==> src/hdl/aes_sbox_pkg.sv <==
// ---------------------------------------------------------------------------
// aes s-box package
// field constants and helper functions for the forward s-box block
// ---------------------------------------------------------------------------
package aes_sbox_pkg;

  localparam int unsigned BYTE_W = 8;

  typedef logic [BYTE_W-1:0] byte_t;

  // reduction term of x^8+x^4+x^3+x+1 once the top bit is dropped
  localparam byte_t GF_REDUCE    = 8'h1b;
  localparam byte_t AFFINE_CONST = 8'h63;
  localparam byte_t LOG_MAX      = 8'hff;

  // requests that can be in flight at once: two ram stages plus output
  localparam int unsigned MAX_INFLIGHT = 3;
  localparam int unsigned INFLIGHT_W   = 3;

  // multiply by x in gf(2^8)
  function automatic byte_t gf_xtime(input byte_t v);
    gf_xtime = {v[BYTE_W-2:0], 1'b0} ^ (v[BYTE_W-1] ? GF_REDUCE : 8'h00);
  endfunction

  // affine transform: xor with left rotations by 1..4 and the constant
  function automatic byte_t sbox_affine(input byte_t v);
    sbox_affine = v
                ^ {v[6:0], v[7]}
                ^ {v[5:0], v[7:6]}
                ^ {v[4:0], v[7:5]}
                ^ {v[3:0], v[7:4]}
                ^ AFFINE_CONST;
  endfunction

endpackage

==> src/hdl/aes_sbox_ram.sv <==
// ---------------------------------------------------------------------------
// generic ram
// one write port, one read port with registered read data
// ---------------------------------------------------------------------------
module aes_sbox_ram #(
  parameter int unsigned WIDTH = 8,
  parameter int unsigned DEPTH = 256
) (
  input  logic                     clk,
  input  logic                     we,
  input  logic [$clog2(DEPTH)-1:0] waddr,
  input  logic [WIDTH-1:0]         wdata,
  input  logic                     re,
  input  logic [$clog2(DEPTH)-1:0] raddr,
  output logic [WIDTH-1:0]         rdata
);

  logic [WIDTH-1:0] mem [DEPTH];

  always_ff @(posedge clk) begin
    if (we) begin
      mem[waddr] <= wdata;
    end
    if (re) begin
      rdata <= mem[raddr];
    end
  end

endmodule

==> src/hdl/aes_forward_sbox.sv <==
// ---------------------------------------------------------------------------
// aes forward s-box
// byte substitution through log / antilog rams and the aes affine transform
// ---------------------------------------------------------------------------
//
//  channel | ports                                   | direction
//  --------+-----------------------------------------+----------
//  in      | in_valid, in_ready, in_byte[7:0]        | request in
//  out     | out_valid, out_ready, out_sub_byte[7:0] | result out
//
//  one request per cycle sustained while out_ready stays high; after the accepting
//  edge a request passes the log ram read, antilog ram read and output register
//  after reset the log and antilog rams are built in a sweep over all 256 entries
//  (generator 3); in_ready stays low until the sweep is done
//  each stage only holds when the stage behind it is full and stalled, so
//  new requests are taken while a finished result waits in the output register
//
module aes_forward_sbox (
  input  logic                clk,
  input  logic                rst_n,
  input  logic                in_valid,
  output logic                in_ready,
  input  aes_sbox_pkg::byte_t in_byte,
  output logic                out_valid,
  input  logic                out_ready,
  output aes_sbox_pkg::byte_t out_sub_byte
);

  import aes_sbox_pkg::*;

  // fill sweep: counter runs 0..256, bit 8 marks the tables as built
  logic [BYTE_W:0] fill_cnt_r, fill_cnt_nxt;
  byte_t           gen_r, gen_nxt;      // current power of the generator
  logic            fill_done;

  // pipeline control
  logic  s1_v_r, s1_v_nxt;              // log ram data valid
  logic  s2_v_r, s2_v_nxt;              // antilog ram data valid
  logic  out_v_r, out_v_nxt;
  logic  s1_zero_r, s2_zero_r;          // zero has no log, forced to inverse zero
  byte_t out_data_r;

  logic  en1, en2, en_out;
  logic  in_acc;

  // ram ports
  logic  log_we, alog_we;
  byte_t log_rdata, alog_rdata;
  byte_t alog_raddr;
  byte_t inv_byte;

  assign fill_done = fill_cnt_r[BYTE_W];

  // each stage loads when it is empty or its contents move on
  assign en_out = !out_v_r || out_ready;
  assign en2    = !s2_v_r  || en_out;
  assign en1    = !s1_v_r  || en2;

  assign in_ready = fill_done && en1;
  assign in_acc   = in_valid && in_ready;

  // sweep writes alog[i] = 3^i for i in 0..255 and log[3^i] = i for i < 255
  assign alog_we = !fill_done;
  assign log_we  = !fill_done && (fill_cnt_r[BYTE_W-1:0] != LOG_MAX);

  always_comb begin
    fill_cnt_nxt = fill_cnt_r;
    gen_nxt      = gen_r;
    if (!fill_done) begin
      fill_cnt_nxt = fill_cnt_r + 1'b1;
      gen_nxt      = gen_r ^ gf_xtime(gen_r);   // multiply by 3
    end
  end

  // inverse exponent is 255 - log; zero steered to a written entry
  assign alog_raddr = s1_zero_r ? LOG_MAX : (LOG_MAX - log_rdata);

  aes_sbox_ram #(
    .WIDTH (BYTE_W),
    .DEPTH (1 << BYTE_W)
  ) u_log_ram (
    .clk   (clk),
    .we    (log_we),
    .waddr (gen_r),
    .wdata (fill_cnt_r[BYTE_W-1:0]),
    .re    (en1),
    .raddr (in_byte),
    .rdata (log_rdata)
  );

  aes_sbox_ram #(
    .WIDTH (BYTE_W),
    .DEPTH (1 << BYTE_W)
  ) u_alog_ram (
    .clk   (clk),
    .we    (alog_we),
    .waddr (fill_cnt_r[BYTE_W-1:0]),
    .wdata (gen_r),
    .re    (en2),
    .raddr (alog_raddr),
    .rdata (alog_rdata)
  );

  assign inv_byte = s2_zero_r ? 8'h00 : alog_rdata;

  always_comb begin
    s1_v_nxt  = en1    ? in_acc : s1_v_r;
    s2_v_nxt  = en2    ? s1_v_r : s2_v_r;
    out_v_nxt = en_out ? s2_v_r : out_v_r;
  end

  always_ff @(posedge clk) begin
    if (!rst_n) begin
      fill_cnt_r <= '0;
      gen_r      <= 8'h01;
      s1_v_r     <= 1'b0;
      s2_v_r     <= 1'b0;
      out_v_r    <= 1'b0;
    end else begin
      fill_cnt_r <= fill_cnt_nxt;
      gen_r      <= gen_nxt;
      s1_v_r     <= s1_v_nxt;
      s2_v_r     <= s2_v_nxt;
      out_v_r    <= out_v_nxt;
    end
  end

  // payload registers, no reset
  always_ff @(posedge clk) begin
    if (en1) begin
      s1_zero_r <= (in_byte == 8'h00);
    end
    if (en2) begin
      s2_zero_r <= s1_zero_r;
    end
    if (en_out) begin
      out_data_r <= sbox_affine(inv_byte);
    end
  end

  assign out_valid    = out_v_r;
  assign out_sub_byte = out_data_r;

endmodule

==> config.mk <==
export PLATFORM = sky130hd
export DESIGN_NAME = aes_forward_sbox
export DESIGN_NICKNAME = d
export VERILOG_FILES = /design/src/hdl/aes_sbox_pkg.sv /design/src/hdl/aes_sbox_ram.sv /design/src/hdl/aes_forward_sbox.sv
export SDC_FILE = /design/constraint.sdc
export NUM_CORES = 2
export LEC_CHECK = 0
export BUFFER_PORTS_ARGS = -buffer_cell sky130_fd_sc_hd__buf_2
export CAP_MARGIN = 20
export CORE_MARGIN = 3
export CORE_UTILIZATION = 33
export CTS_CLUSTER_DIAMETER = 40
export DETAILED_ROUTE_END_ITERATION = 8
export GPL_ROUTABILITY_DRIVEN = 0
export GPL_TIMING_DRIVEN = 0
export PLACE_DENSITY = 0.54
export SLEW_MARGIN = 25
export SYNTH_ARGS = -nofsm -noshare
export SYNTH_HDL_FRONTEND = slang
export SYNTH_HIERARCHICAL = 1
export SYNTH_SLANG_ARGS = --single-unit
==> constraint.sdc <==
create_clock -name clk -period 5.7 [get_ports clk]
set_input_delay 0.57 -clock clk [delete_from_list [all_inputs] [get_ports clk]]
set_output_delay 0.57 -clock clk [all_outputs]
set_load 0.005 [all_outputs]
==> run metrics <==
Internal 57.3 mW; I/O Buffers 21; Hold Slack 0.191 ns; Tot Pwr 78.1 mW; final setup fails 0; Worst R2R Path Depth 9; area grow syn2layout 17.4%; async set or reset register ratio after synthesis 0; cts bufs inserted 473; cts repair resizes 0; vias in the first global route 84.4k; P_leak 59.2 nW; CP cell instances nand2b_1 -> buf_2 -> nor2b_1 -> clkbuf_1 -> clkbuf_1 -> a22oi_1 -> a21oi_1 -> nor4_1 -> nor4_2; slowest stage delay, CP 0.88 ns; placed cell area 172000 um2; Hold Crit Start in_byte[1]; crit path capture type register; Sw Share 0.266; post-synthesis register bit count 4142; crit path DAT 6.28 ns; worst path buffer plus inverter count 3; crit path launch type register; CTS clk-pin slew, worst paths 0.06 ns; CTS tree done; Ys Warns 6; Total Nets Final 8249; die area 495000 um2; syn avg cell area 21.1 um2; DPL Wire Length 369000 um; min cycle time layout 5.60 ns; area leader, netlist edfxtp_1; initial antenna violation count 30; pin count of the biggest net entering global routing 73; Worst slew margin 0.188; Final Max Tran Viols 0; die height 704 um; Util after Layout 0.390; drt total wl 526000 um; Slowest-stage cell, CP clkbuf_1; crit-path most repeated cell clkbuf_1; flop-to-flop setup slack 0.1 ns; Reg-to-Reg Start s1_zero_r; share of layout cells above drive strength 1 0.260; outcome finished, final reports clean; unrepaired setup endpoints after global routing no; max-cap violation count 0; root buffer cell clkbuf_16; Synth area leaders edfxtp_1 77%, mux4_2 13%, mux2i_1 1.7%; Clock Latency Late Sink 1.04 ns; fmax 0.178 GHz; Net Count, Synth 7621; WL/cell 34.9 um; Max Root-Sink Buffers 4; post-synthesis cell count 7608; global-route wire length before repair 713000 um; H-Tree Depth 5; drt pass-1 iters 6; Clk pwr share 0.402; Hold Vio Cnt, Final 0; pwr/cell area 414 nW/um2; # DRC 0; Crit path required time 6.37 ns; Die Width 704 um; Least-Margin Pin Slew 1.22 ns; hold-critical path depth 3; crit path from s1_zero_r; post-route cell area 189000 um2; Logic pwr share 0.141; number of synthesized flops with an enable pin 4122; end of the worst register-to-register path u_alog_ram/rdata[0]; Reg power frac 0.457; vias 84.8k; Seq/Total Area, Yosys 0.773; clock sink total 4142; CP Max Fanout 10; setup TNS 0 ns; I/O pin count 22; GRT Util Overall 0.207; Yosys cell types 65; Crit path max-delay family simple AND/OR/NAND/NOR gates; total core area 484000 um2; WS Path Type reg -> reg; fin crit share 0.983; Routed Antenna Nets 0; Initial Util 0.332; First DRT Iteration DRCs 11.4k; top-area cell type share of the netlist area 0.770; Peak VDD IR 0.000285 V; Layout Skew 0.0463 ns; remaining global-route overflow 0; vias per cell 5.62; Most used DFF post-synth edfxtp_1; num rows 255; Worst Hold End s1_zero_r; Net Sw Power 20.8 mW; Cell Area, Synth 161000 um2; Hold Crit Class in -> reg
[worst max-delay path by stage]
stage	end	cells past startpoint
after global routing	u_alog_ram/rdata[0]	9
after detailed placement	u_alog_ram/rdata[0]	9
after global placement	u_log_ram/mem[224][2]	4
after CTS	u_alog_ram/rdata[0]	9
after floorplan	u_log_ram/mem[112][0]	7
final	u_alog_ram/rdata[0]	9
[power by group through the flow]
stage	sequential (mW)	combinational, mW	clock (mW)
6_report	35.7	11.0	31.4
5_1_grt	35.7	11.2	33.1
4_1_cts	35.7	10.9	31.8
3_5_place_dp	36.4	10.9	0
3_3_place_gp	38.7	8.20	0
2_1_floorplan	37.3	4.44	0
[sequential cells by signal, indices dropped and copies added, names as in the netlist]
name and flops:
s1_zero_r 1, out_sub_byte 8, fill_cnt_r 9, u_alog_ram/rdata 8, u_alog_ram/mem 2048, gen_r 8, u_log_ram/rdata 8, u_log_ram/mem 2048
s1_v_r 1, s2_v_r 1, out_valid 1, s2_zero_r 1
[metrics by stage]
stage	setup slack, ns	cells
floorplan	0.0453	7608
global placement	-8.05	14054
detailed placement	0.240	14183
CTS	0.179	15077
global route	0.0957	15078
finish	0.0952	15093
[cells in the final DEF, fill, tap and decap left out, types with 32 or more instances in the layout]
| cell type | instances |
|---|---|
| bufinv_16 | 64 |
| clkinvlp_4 | 52 |
| edfxtp_1 | 4122 |
| buf_2 | 108 |
| a22oi_1 | 266 |
| buf_12 | 40 |
| mux2i_1 | 271 |
| o221ai_1 | 92 |
| nor2_1 | 558 |
| clkinv_1 | 72 |
| clkinv_2 | 73 |
| o22ai_1 | 56 |
| buf_16 | 78 |
| clkbuf_2 | 80 |
| a21oi_1 | 199 |
| clkbuf_16 | 486 |
| nor2b_1 | 67 |
| buf_6 | 43 |
| clkinv_4 | 38 |
| buf_4 | 75 |
| nand3_1 | 71 |
| nand2_1 | 69 |
| mux4_2 | 908 |
| clkbuf_1 | 195 |
| nor3_1 | 32 |
[metal layers]
layer  track usage  up-vias  part of all wire
li1              -    33357                 -
met3        0.0445     1131             0.089
met4         0.118       20             0.067
met5             0        -           0.00025
met2         0.333     4616              0.47
met1         0.259    45698              0.37
[worst register-to-register path: cells and delay by family, from the launching register on]
kind	cells	cell delay, ns
flops	1	0.56
simple gates	4	2.00
buf+inv	3	1.88
compound gates	2	0.81
[cell usage after synthesis, types with 56 or more instances]
master	number
a22oi_1	266
nand3_1	71
nor2b_1	70
edfxtp_1	4122
mux2i_1	271
clkbuf_1	223
o22ai_1	56
a21oi_1	201
mux4_2	908
o221ai_1	92
nor2_1	584
buf_2	64
nand2_1	69
[layout make-up]
class / count / area [um2]
timing repair buffer: 153 / 2960
clock inverter: 353 / 4000
antenna: 16 / 40.0
clock buffer: 538 / 12400
fill: 43099 / 295000
buffer: 470 / 3040
multi-input combinational: 2989 / 34000
sequential: 4142 / 124000
inverter: 7 / 26.3
tap: 6425 / 8040
[what timing repair did]
action / 4_1_cts / 5_1_grt
hold buffers: 3 / 0
endpoints found under the setup margin: 0 / 0
setup buffers: 0 / 0
hold endpoints to repair: 10 / 0
[logic make-up (layout without fill, tap and decap cells)]
logic type,count (synthesis),count (layout),share of synthesized area
other,0,16,0
AOI/OAI and AO/OA,788,788,0.0344
and+or+nand+nor,989,989,0.0280
xor gates and xnor gates,26,26,0.00165
DFF,4142,4142,0.773
muxes,1185,1185,0.145
buffers and inverters,477,1521,0.0183
adders and majority gates,1,1,0.0000778
Power figures use the tool's default switching activity.
